### src/sv/tpt_svf_band_shelf_filter_defines.svh
// Assertion macros for the band-shelf filter.
`ifndef TPT_SVF_BAND_SHELF_FILTER_DEFINES_SVH
`define TPT_SVF_BAND_SHELF_FILTER_DEFINES_SVH

`ifndef ASSERT_OFF
`define SVF_ASSERT_IMP(lbl, ante, cons) \
  lbl: assert property (@(posedge clk) disable iff (!rst_n) (ante) |-> (cons)) \
    else $error("svf assertion failed");
`define SVF_ASSERT_NXT(lbl, ante, cons) \
  lbl: assert property (@(posedge clk) disable iff (!rst_n) (ante) |=> (cons)) \
    else $error("svf assertion failed");
`else
`define SVF_ASSERT_IMP(lbl, ante, cons)
`define SVF_ASSERT_NXT(lbl, ante, cons)
`endif

`endif

### src/sv/tpt_svf_pkg.sv
// Shared types, constants and saturation helpers for the band-shelf filter.
package tpt_svf_pkg;

  localparam int unsigned CFG_IDX_W = 2;
  localparam int unsigned CFG_DATA_W = 32;
  localparam int unsigned A_W = 42;
  localparam int unsigned B_W = 33;
  localparam int unsigned DIG_W = 21;
  localparam int unsigned PROD_W = 55;
  localparam int unsigned ACC_W = 75;

  localparam logic [CFG_IDX_W-1:0] REG_G = 2'd0;
  localparam logic [CFG_IDX_W-1:0] REG_TWO_R = 2'd1;
  localparam logic [CFG_IDX_W-1:0] REG_D = 2'd2;
  localparam logic [CFG_IDX_W-1:0] REG_SHELF = 2'd3;

  localparam logic [30:0] G_RESET = 31'd26843546;
  localparam logic [30:0] TWO_R_RESET = 31'd268435456;
  localparam logic [30:0] D_RESET = 31'd1073741824;
  localparam logic signed [31:0] SHELF_RESET = 32'sd0;

  localparam logic signed [47:0] S40_MAX = 48'sh007F_FFFF_FFFF;
  localparam logic signed [47:0] S40_MIN = 48'shFF80_0000_0000;
  localparam logic signed [47:0] S24_MAX = 48'sh0000_007F_FFFF;
  localparam logic signed [47:0] S24_MIN = 48'shFFFF_FF80_0000;

  typedef enum logic [1:0] {
    ST_IDLE,
    ST_HI,
    ST_LO,
    ST_WB
  } state_t;

  typedef enum logic [2:0] {
    OP_T,
    OP_V,
    OP_BP,
    OP_S2,
    OP_Y
  } op_t;

  typedef struct packed {
    logic mul_hi;
    logic mul_lo;
    logic wb;
    logic out_load;
    op_t  op;
  } ctrl_t;

  function automatic logic signed [39:0] sat40(input logic signed [47:0] v);
    logic signed [39:0] r;
    if (v > S40_MAX) begin
      r = S40_MAX[39:0];
    end else if (v < S40_MIN) begin
      r = S40_MIN[39:0];
    end else begin
      r = v[39:0];
    end
    return r;
  endfunction

  function automatic logic signed [23:0] sat24(input logic signed [47:0] v);
    logic signed [23:0] r;
    if (v > S24_MAX) begin
      r = S24_MAX[23:0];
    end else if (v < S24_MIN) begin
      r = S24_MIN[23:0];
    end else begin
      r = v[23:0];
    end
    return r;
  endfunction

endpackage

### src/sv/tpt_svf_mul.sv
// Shared multiplier: 42x33 signed product in two 21-bit digit passes.
module tpt_svf_mul (
  input  logic                                  clk,
  input  logic                                  hi,
  input  logic                                  lo,
  input  logic signed [tpt_svf_pkg::A_W-1:0]    a,
  input  logic signed [tpt_svf_pkg::B_W-1:0]    b,
  output logic signed [tpt_svf_pkg::ACC_W-1:0]  acc
);

  logic signed [tpt_svf_pkg::DIG_W:0]    dig;
  logic signed [tpt_svf_pkg::PROD_W-1:0] prod;
  logic signed [tpt_svf_pkg::ACC_W-1:0]  prod_ext;
  logic signed [tpt_svf_pkg::ACC_W-1:0]  acc_r;
  logic signed [tpt_svf_pkg::ACC_W-1:0]  acc_nxt;

  // upper digit carries the sign, lower digit is unsigned
  always_comb begin
    if (hi) begin
      dig = {a[tpt_svf_pkg::A_W-1], a[tpt_svf_pkg::A_W-1:tpt_svf_pkg::DIG_W]};
    end else begin
      dig = {1'b0, a[tpt_svf_pkg::DIG_W-1:0]};
    end
  end

  assign prod = dig * b;
  assign prod_ext = {{(tpt_svf_pkg::ACC_W-tpt_svf_pkg::PROD_W){prod[tpt_svf_pkg::PROD_W-1]}},
                     prod};

  always_comb begin
    if (hi) begin
      acc_nxt = prod_ext;
    end else if (lo) begin
      acc_nxt = (acc_r <<< tpt_svf_pkg::DIG_W) + prod_ext;
    end else begin
      acc_nxt = acc_r;
    end
  end

  always_ff @(posedge clk) begin
    acc_r <= acc_nxt;
  end

  assign acc = acc_r;

endmodule

### src/sv/tpt_svf_ctrl.sv
// Sequencer: steps the five products of one item through the shared multiplier.
module tpt_svf_ctrl (
  input  logic                 clk,
  input  logic                 rst_n,
  input  logic                 in_valid,
  input  logic                 slot_free,
  output logic                 in_ready,
  output tpt_svf_pkg::ctrl_t   ctl
);

  tpt_svf_pkg::state_t state_r, state_nxt;
  tpt_svf_pkg::op_t    op_r, op_nxt;

  always_comb begin
    state_nxt = state_r;
    op_nxt = op_r;
    case (state_r)
      tpt_svf_pkg::ST_IDLE: begin
        if (in_valid) begin
          state_nxt = tpt_svf_pkg::ST_HI;
          op_nxt = tpt_svf_pkg::OP_T;
        end
      end
      tpt_svf_pkg::ST_HI: state_nxt = tpt_svf_pkg::ST_LO;
      tpt_svf_pkg::ST_LO: state_nxt = tpt_svf_pkg::ST_WB;
      tpt_svf_pkg::ST_WB: begin
        case (op_r)
          tpt_svf_pkg::OP_T: begin
            op_nxt = tpt_svf_pkg::OP_V;
            state_nxt = tpt_svf_pkg::ST_HI;
          end
          tpt_svf_pkg::OP_V: begin
            op_nxt = tpt_svf_pkg::OP_BP;
            state_nxt = tpt_svf_pkg::ST_HI;
          end
          tpt_svf_pkg::OP_BP: begin
            op_nxt = tpt_svf_pkg::OP_S2;
            state_nxt = tpt_svf_pkg::ST_HI;
          end
          tpt_svf_pkg::OP_S2: begin
            op_nxt = tpt_svf_pkg::OP_Y;
            state_nxt = tpt_svf_pkg::ST_HI;
          end
          tpt_svf_pkg::OP_Y: begin
            // hold until the output slot is free
            if (slot_free) begin
              state_nxt = tpt_svf_pkg::ST_IDLE;
            end
          end
          default: state_nxt = tpt_svf_pkg::ST_IDLE;
        endcase
      end
      default: state_nxt = tpt_svf_pkg::ST_IDLE;
    endcase
  end

  always_comb begin
    in_ready = 1'b0;
    ctl.mul_hi = 1'b0;
    ctl.mul_lo = 1'b0;
    ctl.wb = 1'b0;
    ctl.out_load = 1'b0;
    ctl.op = op_r;
    case (state_r)
      tpt_svf_pkg::ST_IDLE: in_ready = 1'b1;
      tpt_svf_pkg::ST_HI:   ctl.mul_hi = 1'b1;
      tpt_svf_pkg::ST_LO:   ctl.mul_lo = 1'b1;
      tpt_svf_pkg::ST_WB: begin
        ctl.wb = 1'b1;
        ctl.out_load = (op_r == tpt_svf_pkg::OP_Y) && slot_free;
      end
      default: in_ready = 1'b0;
    endcase
  end

  always_ff @(posedge clk) begin
    if (!rst_n) begin
      state_r <= tpt_svf_pkg::ST_IDLE;
      op_r <= tpt_svf_pkg::OP_T;
    end else begin
      state_r <= state_nxt;
      op_r <= op_nxt;
    end
  end

endmodule

### src/sv/tpt_svf_band_shelf_filter.sv
// Band-shelf filter top level: TPT state-variable core on one shared multiplier.
// Items: a new input is accepted only after the previous result is loaded into
// the output register; the five products of each item run in turn on the
// single 22x33 multiplier, and the load waits for a free output slot.
// Reset (synchronous, active low) zeroes both integrator states, loads the
// coefficient defaults and empties the output register; no clearing pass.
`include "tpt_svf_band_shelf_filter_defines.svh"

module tpt_svf_band_shelf_filter (
  input  logic                                  clk,
  input  logic                                  rst_n,
  input  logic                                  in_valid,
  output logic                                  in_ready,
  input  logic signed [23:0]                    in_sample_in,
  output logic                                  out_valid,
  input  logic                                  out_ready,
  output logic signed [23:0]                    out_sample_out,
  input  logic                                  cfg_we,
  input  logic [tpt_svf_pkg::CFG_IDX_W-1:0]     cfg_index,
  input  logic [tpt_svf_pkg::CFG_DATA_W-1:0]    cfg_wdata
);

  logic [30:0]               g_r, two_r_r, d_r;
  logic signed [31:0]        shelf_r;
  logic signed [23:0]        x_r;
  logic signed [39:0]        s1_r, s2_r, bp_r;
  logic signed [40:0]        w_r;
  logic signed [23:0]        out_r;
  logic                      out_valid_r;

  tpt_svf_pkg::ctrl_t                      ctl;
  logic                                    slot_free;
  logic                                    in_acc;
  logic signed [tpt_svf_pkg::A_W-1:0]      mul_a;
  logic signed [tpt_svf_pkg::B_W-1:0]      mul_b;
  logic signed [tpt_svf_pkg::ACC_W-1:0]    acc;

  logic signed [34:0]        t_w;
  logic signed [39:0]        sh28_w, bp_w, s1_new, s2_new;
  logic signed [40:0]        diff_w, sum_w, s2_sum;
  logic signed [41:0]        s1_diff;
  logic signed [23:0]        y_w;

  assign slot_free = !out_valid_r || out_ready;
  assign in_acc = in_valid && in_ready;

  tpt_svf_ctrl u_ctrl (
    .clk       (clk),
    .rst_n     (rst_n),
    .in_valid  (in_valid),
    .slot_free (slot_free),
    .in_ready  (in_ready),
    .ctl       (ctl)
  );

  // operand select for the shared multiplier
  always_comb begin
    mul_a = {{18{x_r[23]}}, x_r};
    mul_b = {2'b00, two_r_r};
    case (ctl.op)
      tpt_svf_pkg::OP_T: begin
        mul_a = {{18{x_r[23]}}, x_r};
        mul_b = {2'b00, two_r_r};
      end
      tpt_svf_pkg::OP_V: begin
        mul_a = {w_r[40], w_r};
        mul_b = {2'b00, g_r};
      end
      tpt_svf_pkg::OP_BP: begin
        mul_a = {w_r[40], w_r};
        mul_b = {2'b00, d_r};
      end
      tpt_svf_pkg::OP_S2: begin
        mul_a = {bp_r[39], bp_r, 1'b0};
        mul_b = {2'b00, g_r};
      end
      tpt_svf_pkg::OP_Y: begin
        mul_a = {{2{bp_r[39]}}, bp_r};
        mul_b = {shelf_r[31], shelf_r};
      end
      default: begin
        mul_a = {{18{x_r[23]}}, x_r};
        mul_b = {2'b00, two_r_r};
      end
    endcase
  end

  tpt_svf_mul u_mul (
    .clk (clk),
    .hi  (ctl.mul_hi),
    .lo  (ctl.mul_lo),
    .a   (mul_a),
    .b   (mul_b),
    .acc (acc)
  );

  // writeback arithmetic; arithmetic shifts give the floor of each product
  assign t_w = acc[54:20];
  assign diff_w = {{6{t_w[34]}}, t_w} - {s2_r[39], s2_r};
  assign sh28_w = tpt_svf_pkg::sat40({acc[74], acc[74:28]});
  assign sum_w = {sh28_w[39], sh28_w} + {s1_r[39], s1_r};
  assign bp_w = tpt_svf_pkg::sat40({{3{acc[74]}}, acc[74:30]});
  assign s1_diff = {bp_r[39], bp_r, 1'b0} - {{2{s1_r[39]}}, s1_r};
  assign s1_new = tpt_svf_pkg::sat40({{6{s1_diff[41]}}, s1_diff});
  assign s2_sum = {sh28_w[39], sh28_w} + {s2_r[39], s2_r};
  assign s2_new = tpt_svf_pkg::sat40({{7{s2_sum[40]}}, s2_sum});
  assign y_w = tpt_svf_pkg::sat24({{24{x_r[23]}}, x_r} + {{9{acc[74]}}, acc[74:36]});

  always_ff @(posedge clk) begin
    if (in_acc) begin
      x_r <= in_sample_in;
    end
    if (ctl.wb) begin
      case (ctl.op)
        tpt_svf_pkg::OP_T:  w_r <= diff_w;
        tpt_svf_pkg::OP_V:  w_r <= sum_w;
        tpt_svf_pkg::OP_BP: bp_r <= bp_w;
        default: w_r <= w_r;
      endcase
    end
    if (ctl.out_load) begin
      out_r <= y_w;
    end
  end

  always_ff @(posedge clk) begin
    if (!rst_n) begin
      s1_r <= '0;
      s2_r <= '0;
      out_valid_r <= 1'b0;
    end else begin
      // advance s1 while the g*2bp product is under way
      if (ctl.mul_hi && (ctl.op == tpt_svf_pkg::OP_S2)) begin
        s1_r <= s1_new;
      end
      if (ctl.wb && (ctl.op == tpt_svf_pkg::OP_S2)) begin
        s2_r <= s2_new;
      end
      if (ctl.out_load) begin
        out_valid_r <= 1'b1;
      end else if (out_ready) begin
        out_valid_r <= 1'b0;
      end
    end
  end

  always_ff @(posedge clk) begin
    if (!rst_n) begin
      g_r <= tpt_svf_pkg::G_RESET;
      two_r_r <= tpt_svf_pkg::TWO_R_RESET;
      d_r <= tpt_svf_pkg::D_RESET;
      shelf_r <= tpt_svf_pkg::SHELF_RESET;
    end else if (cfg_we) begin
      case (cfg_index)
        tpt_svf_pkg::REG_G:     g_r <= cfg_wdata[30:0];
        tpt_svf_pkg::REG_TWO_R: two_r_r <= cfg_wdata[30:0];
        tpt_svf_pkg::REG_D:     d_r <= cfg_wdata[30:0];
        tpt_svf_pkg::REG_SHELF: shelf_r <= cfg_wdata;
        default: g_r <= g_r;
      endcase
    end
  end

  assign out_valid = out_valid_r;
  assign out_sample_out = out_r;

  `SVF_ASSERT_NXT(a_busy_after_accept, in_valid && in_ready, !in_ready)
  `SVF_ASSERT_NXT(a_load_sets_valid, ctl.out_load, out_valid)
  `SVF_ASSERT_NXT(a_state_idle_hold, in_ready, $stable(s1_r) && $stable(s2_r))

endmodule

### config.mk
export PLATFORM = sky130hd
export DESIGN_NAME = tpt_svf_band_shelf_filter
export DESIGN_NICKNAME = d
export VERILOG_FILES = /design/src/sv/tpt_svf_pkg.sv /design/src/sv/tpt_svf_mul.sv /design/src/sv/tpt_svf_ctrl.sv /design/src/sv/tpt_svf_band_shelf_filter.sv
export VERILOG_INCLUDE_DIRS = /design/src /design/src/sv
export SDC_FILE = /design/constraint.sdc
export NUM_CORES = 2
export LEC_CHECK = 0
export ABC_AREA = 1
export BUFFER_PORTS_ARGS = -buffer_cell sky130_fd_sc_hd__buf_2
export CORE_MARGIN = 2
export CORE_UTILIZATION = 45
export CTS_BUF_LIST = sky130_fd_sc_hd__clkbuf_2
export CTS_CLUSTER_SIZE = 10
export DETAILED_ROUTE_END_ITERATION = 8
export PLACE_DENSITY = 0.68
export SLEW_MARGIN = 20
export SYNTH_ARGS = -nofsm -noshare
export SYNTH_HDL_FRONTEND = slang
export SYNTH_HIERARCHICAL = 1
export SYNTH_SLANG_ARGS = --single-unit
### constraint.sdc
create_clock -name clk -period 11.9 [get_ports clk]
set_clock_uncertainty 0.05 [all_clocks]
set_input_delay 1.785 -clock clk [delete_from_list [all_inputs] [get_ports clk]]
set_output_delay 1.785 -clock clk [all_outputs]
set_load 0.05 [all_outputs]
Word-level counts from Yosys, hierarchy flattened. Cells that the tools add are included.

$lt $le $gt $ge: 10. Multiplexer cells: 27. Multiply operators: 1. Equal/unequal tests: 13. Add/sub/neg operators: 6. Reduce and logical (&&, ||, !) cells: 24.

Operators with widths (number): 2-to-1 mux 40 bit (7); 2-to-1 mux 75 bit (2); one-hot mux 42 bit (3 select lines) (1); one-hot mux 33 bit (3 select lines) (1); adder 40 x 40 -> 41 bit (2); one-hot mux 41 bit (2 select lines) (1); adder 75 x 55 -> 75 bit (1); multiplier 22 x 33 -> 55 bit (1); > comparator 47 x 40 -> 1 bit, second input constant (1); < comparator 47 x 40 -> 1 bit, second input constant (1); > comparator 45 x 40 -> 1 bit, second input constant (1); < comparator 45 x 40 -> 1 bit, second input constant (1); > comparator 42 x 40 -> 1 bit, second input constant (1); < comparator 42 x 40 -> 1 bit, second input constant (1); subtractor 41 x 40 -> 42 bit (1); > comparator 41 x 40 -> 1 bit, second input constant (1); < comparator 41 x 40 -> 1 bit, second input constant (1); subtractor 35 x 40 -> 41 bit (1); adder 24 x 39 -> 40 bit (1); > comparator 40 x 24 -> 1 bit, second input constant (1); < comparator 40 x 24 -> 1 bit, second input constant (1); 2-to-1 mux 24 bit (1); 2-to-1 mux 22 bit (1); AND reduction 2 bit (7); other kinds (24) (43).

Logic and storage cells: 95. Bits in registers: 415. Bits of input ports: 63. Output and inout port bits: 26.

Longest topological paths before layout.
Word-level depth: 8. Depth in mapped cells: 58. Mapped depth without buffers: 56.

By module. The synthesis kept the hierarchy.

By module, submodules not included: tpt_svf_mul (sequential area each 2252.2 um2, times used 1, cells an instance 4310, area each 33183.1 um2); tpt_svf_band_shelf_filter (sequential area each 7997.7 um2, times used 1, cells an instance 4375, area each 28350.9 um2); tpt_svf_ctrl (sequential area each 100.1 um2, times used 1, cells an instance 53, area each 357.8 um2).

Least setup slack after synthesis. No wires, ideal clock.

Path kind: register to register. Start point: register u_ctrl.op_r[1]. End point: register u_mul.acc_r (netlist bit u_mul/acc[63]) (data pin). Data required time: 11.596 ns. Period minus slack after synthesis: 9.926 ns. Stages on the path, launching flop included: 47. Arrival: 9.623 ns. Slack: 1.974 ns. Path through: dfxtp_1 clkbuf_1 nor3_2 inv_1 clkbuf_1 buf_1 o22ai_1 a21oi_1 nand2_1 or2_2 nand2_1 clkbuf_1 nor2_1 fa_1 inv_1 fa_1 inv_1 fa_1 [11 not listed] and3_1 nand2_1 nand3_1 nand2_1 nand2_2 inv_2 ha_1 nand2_1 nor2_1 inv_1 nor2_1 inv_1 nor3_1 nand4_1 nand3_1 nand2_1 nand3_1 nand2_1.

Longest elaborated chain between the ends: 8. Elaborated cells on any way between the ends: 13.

RTL lines: start, declared (RTL line tpt_svf_ctrl.sv:12) `tpt_svf_pkg::op_t op_r, op_nxt;`; start signal, assigned (RTL line tpt_svf_ctrl.sv:79) `op_r <= tpt_svf_pkg::OP_T;`; start signal, assigned (RTL line tpt_svf_ctrl.sv:82) `op_r <= op_nxt;`; == test 3 x 1 -> 1 bit / == test 3 x 2 -> 1 bit (equally long branches) (RTL line tpt_svf_band_shelf_filter.sv:60) `case (ctl.op)`; OR reduction 2 bit (no source line); one-hot mux 42 bit (3 select lines) (*) (RTL line tpt_svf_band_shelf_filter.sv:60); net mul_a (one bit) (RTL line tpt_svf_band_shelf_filter.sv:34) `logic signed [tpt_svf_pkg::A_W-1:0] mul_a;`; 2-to-1 mux 22 bit (*) (RTL line tpt_svf_mul.sv:19) `if (hi) begin`; multiplier 22 x 33 -> 55 bit (*) (RTL line tpt_svf_mul.sv:26) `assign prod = dig * b;`; adder 75 x 55 -> 75 bit (RTL line tpt_svf_mul.sv:34) `acc_nxt = (acc_r <<< tpt_svf_pkg::DIG_W) + prod_ext;`; 2-to-1 mux 75 bit (RTL line tpt_svf_mul.sv:33) `end else if (lo) begin`; 2-to-1 mux 75 bit (*) (RTL line tpt_svf_mul.sv:31) `if (hi) begin`; net u_mul.acc_nxt (one bit) (RTL line tpt_svf_mul.sv:15) `logic signed [tpt_svf_pkg::ACC_W-1:0] acc_nxt;`; end signal, assigned (RTL line tpt_svf_mul.sv:41) `acc_r <= acc_nxt;`; end, declared (RTL line tpt_svf_mul.sv:14) `logic signed [tpt_svf_pkg::ACC_W-1:0] acc_r;`.

The timed path passes the listed nets; every way through them passes the cells marked *. The select of a mux whose other input is x is not followed. A chain may end at the register's enable or synchronous reset.

Worst setup path after layout.
Start point: register u_ctrl.op_r[2]. End point: register u_mul.acc_r (netlist bit u_mul/acc[65]) (data pin).

Elaborated cells on any way between the ends: 13.

RTL lines: == test 3 x 2 -> 1 bit / == test 3 x 1 -> 1 bit (equally long branches) (RTL line tpt_svf_band_shelf_filter.sv:60); OR reduction 2 bit (no source line); one-hot mux 33 bit (3 select lines) (*) (RTL line tpt_svf_band_shelf_filter.sv:60); net mul_b (one bit) (RTL line tpt_svf_band_shelf_filter.sv:35) `logic signed [tpt_svf_pkg::B_W-1:0] mul_b;`; multiplier 22 x 33 -> 55 bit (*) (RTL line tpt_svf_mul.sv:26); adder 75 x 55 -> 75 bit (RTL line tpt_svf_mul.sv:34); 2-to-1 mux 75 bit (RTL line tpt_svf_mul.sv:33); 2-to-1 mux 75 bit (*) (RTL line tpt_svf_mul.sv:31); net u_mul.acc_nxt (one bit) (RTL line tpt_svf_mul.sv:15).

Marks and branches as above.

==> results.yml <==
timing:
  slew-limit-headroom: 0.249
  maxClockFrequency_mhz: 85.7
  period_share: 0.981
  fin_crit_ns: 11.67
  maxSlewViolCount: 0
  report.final.setup_viol: 0
  report.final.hold_viol_count: 0
  worst_pin_slew_ns: 1.11
  rsz0062_at_grt: "false"
  setup_tns_ns: 0
logic_synthesis:
  mappedNetlistArea_mm2: 0.0619
  yosysUniqueCellTypes: 67
  synth.avg_cell_area_um2: 7.08
  yosysSeqAreaShare: 0.167
  synth_nets: 9945
  async_reset_ff_frac: 0
  synth_cells: 8738
  ys_warn_count: 6
  synth-seq-cells: 415
  synth-edff-count: 204
  synth_flop_cell: "dfxtp_1"
placement:
  io_buffers: 88
  dpl_cell_area_mm2: 0.0644
  gp_congestion: 1.07
  place_hpwl_um: 205000
grt:
  grt_max_degree: 125
  grt-ovfl-total: 0
  grt_pass1_vias: 58400
  groute.usage.overall: 0.349
  antenna_found_initial: 22
  grt_pass1_wl_um: 366000
die:
  coreArea_mm2: 0.137
  die_x_um: 375
  initial_core_util: 0.452
  ios: 89
  die_h_um: 375
  fp.dieArea_mm2: 0.141
  rows: 136
cts:
  cts_tree: "done"
  numCtsBuffers: 111
  clock_path_buffers: 3
  clk_pin_slew_ns: 0.12
  clock_sinks: 415
  root_buffer: "clkbuf_2"
  cts_hold_buffers: 0
  worstSkewPairLatency_ns: 1.55
  h-tree-depth: 3
setup_path:
  start_kind: "flip-flop"
  worstPathRequired_ns: 13.12
  cp_top_family: "adder cells"
  path_buf_inv: 13
  crit_path_max_incr_delay_ns: 0.61
  crit_path_max_fanout: 24
  setup.worst_path.end_class: "flip-flop"
  cp.arrival_ns: 12.89
  critPathKind: "flip-flop to flip-flop"
  cpMostUsedCell: "inv_1"
  cp_slowest_cell: "fa_1"
cells_and_area:
  syn_to_final_growth_pct: 5.99
  design_area_mm2: 0.0656
  drive_gt1_frac: 0.0714
  fillers: 14000
  mostFrequentLayoutCell: "nand2_1"
  final_cell_mix: "nand2_1, inv_1, nor2_1"
  fin_nets: 10000
detailed_routing:
  routedWlPerCell_um: 23.1
  first_pass_iters: 6
  vias_per_cell: 5.61
  route.detailed.drc: 0
  drtAntennaViolNets: 0
  drt_wl_total_um: 247000
  initialDrtViolationCount: 6403
  num_vias: 60100
hold_path:
  worstHoldPathType: "input pin to flip-flop"
flow_run:
  maxCapViolCount: 0
outcome:
  status: "finished clean"
## worst register-to-register path: cells and delay by family, from the launching register on
kind	cells	cell delay (ns)
buf+inv	13	2.18
simple gates	11	1.35
xor+xnor	1	0.38
compound gates	9	2.53
fa+ha+maj	9	4.51
flops	1	0.42
## cells by family after synthesis
kind of cell | after synthesis | share of synthesized area
and+or+nand+nor | 3837 | 0.256
xor gates and xnor gates | 152 | 0.0215
adders and majority gates | 1144 | 0.320
AOI/OAI and AO/OA | 1350 | 0.121
DFF | 415 | 0.167
buffers and inverters | 1840 | 0.115
## registers in the layout (all words and copies together), names as in the netlist
signal / cells
s2_r: 40
w_r: 41
g_r: 31
bp_r: 40
out_sample_out: 24
s1_r: 40
u_ctrl/op_r: 3
u_ctrl/state_r: 2
out_valid: 1
u_mul/acc: 75
d_r: 31
x_r: 24
shelf_r: 32
two_r_r: 31
## per-stage QoR
| stage | hold slack, ns | util | cells | worst slack (ns) |
|---|---|---|---|---|
| final | 0.381 | 0.479 | 10700 | 0.232 |
| after global routing | 0.340 | 0.479 | 10700 | 0.0146 |
| after CTS | 0.286 | 0.478 | 10700 | 0.150 |
| after detailed placement | 0.389 | 0.470 | 10500 | 0.346 |
| after global placement | 0.383 | 0.470 | 10500 | 0.171 |
| after floorplan | 0.374 | - | 8738 | 1.97 |
## cells in the mapped netlist (all sizes together) (2+ instances only)
master   count  area, um^2
buf         78         493
ha         416        5200
or2         62         388
nand4       94         588
o211ai      12        95.1
o31ai        3        22.5
nor4        21         146
a21o        35         263
o211a        2        20.0
a22oi       14         105
a211oi       6        45.0
edfxtp     204        6130
o221ai       2        17.5
o21a        21         158
xor2       105         920
clkbuf     172         647
xnor2       47         412
o21ai      543        2750
nand3      325        1660
nor2      1089        4150
a221oi       4        35.0
and2        25         156
and3         5        31.3
o21bai      49         372
nand2     2125        8120
clkinv      10        38.8
o2111ai     12         105
dfxtp      211        4220
o22ai       40         250
a31oi       17         113
a21boi      18         139
fa         728       14600
inv       1580        5930
nor3        66         380
a21oi      567        2970
nand3b      25         188
## area by class of cell
class,count,area (um^2),share of cell area
diodes,20,50.0,0.000763
clock inverters,53,322,0.00490
flip-flops and latches,415,10400,0.158
inverters,1590,5980,0.0912
multi-input cells,6483,44500,0.679
repair buffers,208,1370,0.0209
clock buffers,149,746,0.0114
well taps,1794,2240,0.0342
## worst paths after layout
| kind | startpoint | end | slack (ns) | cells past startpoint |
|---|---|---|---|---|
| max | u_ctrl/op_r[2]$_SDFFE_PN0P_ | u_mul/acc[65]$_DFFE_PP_ | 0.23 | 43 |
| min reg2reg | shelf_r[4]$_SDFFE_PN0P_ | shelf_r[4]$_SDFFE_PN0P_ | 0.41 | 2 |
| min | in_sample_in[18] | x_r[18]$_DFFE_PP_ | 0.38 | 1 |
| max reg2reg | u_ctrl/op_r[2]$_SDFFE_PN0P_ | u_mul/acc[65]$_DFFE_PP_ | 0.23 | 43 |
## timing repair
action                                  4_1_cts  5_1_grt
buffers inserted                              0        3
endpoints found under the setup margin        0       17
gates resized for setup                       0       12
hold endpoints to repair                      0        0
## layer usage
| layer | global-route usage | up-vias | wire length [um] |
|---|---|---|---|
| met5 | 0 | - | 107 |
| met4 | 0.188 | 16 | 14800 |
| met3 | 0.0916 | 626 | 26200 |
| met2 | 0.534 | 3002 | 108000 |
| met1 | 0.452 | 28900 | 97900 |
| li1 | - | 27600 | - |
Power is not shown: default switching activity piles up to over one toggle a cycle in this logic, so the estimate is an artifact.
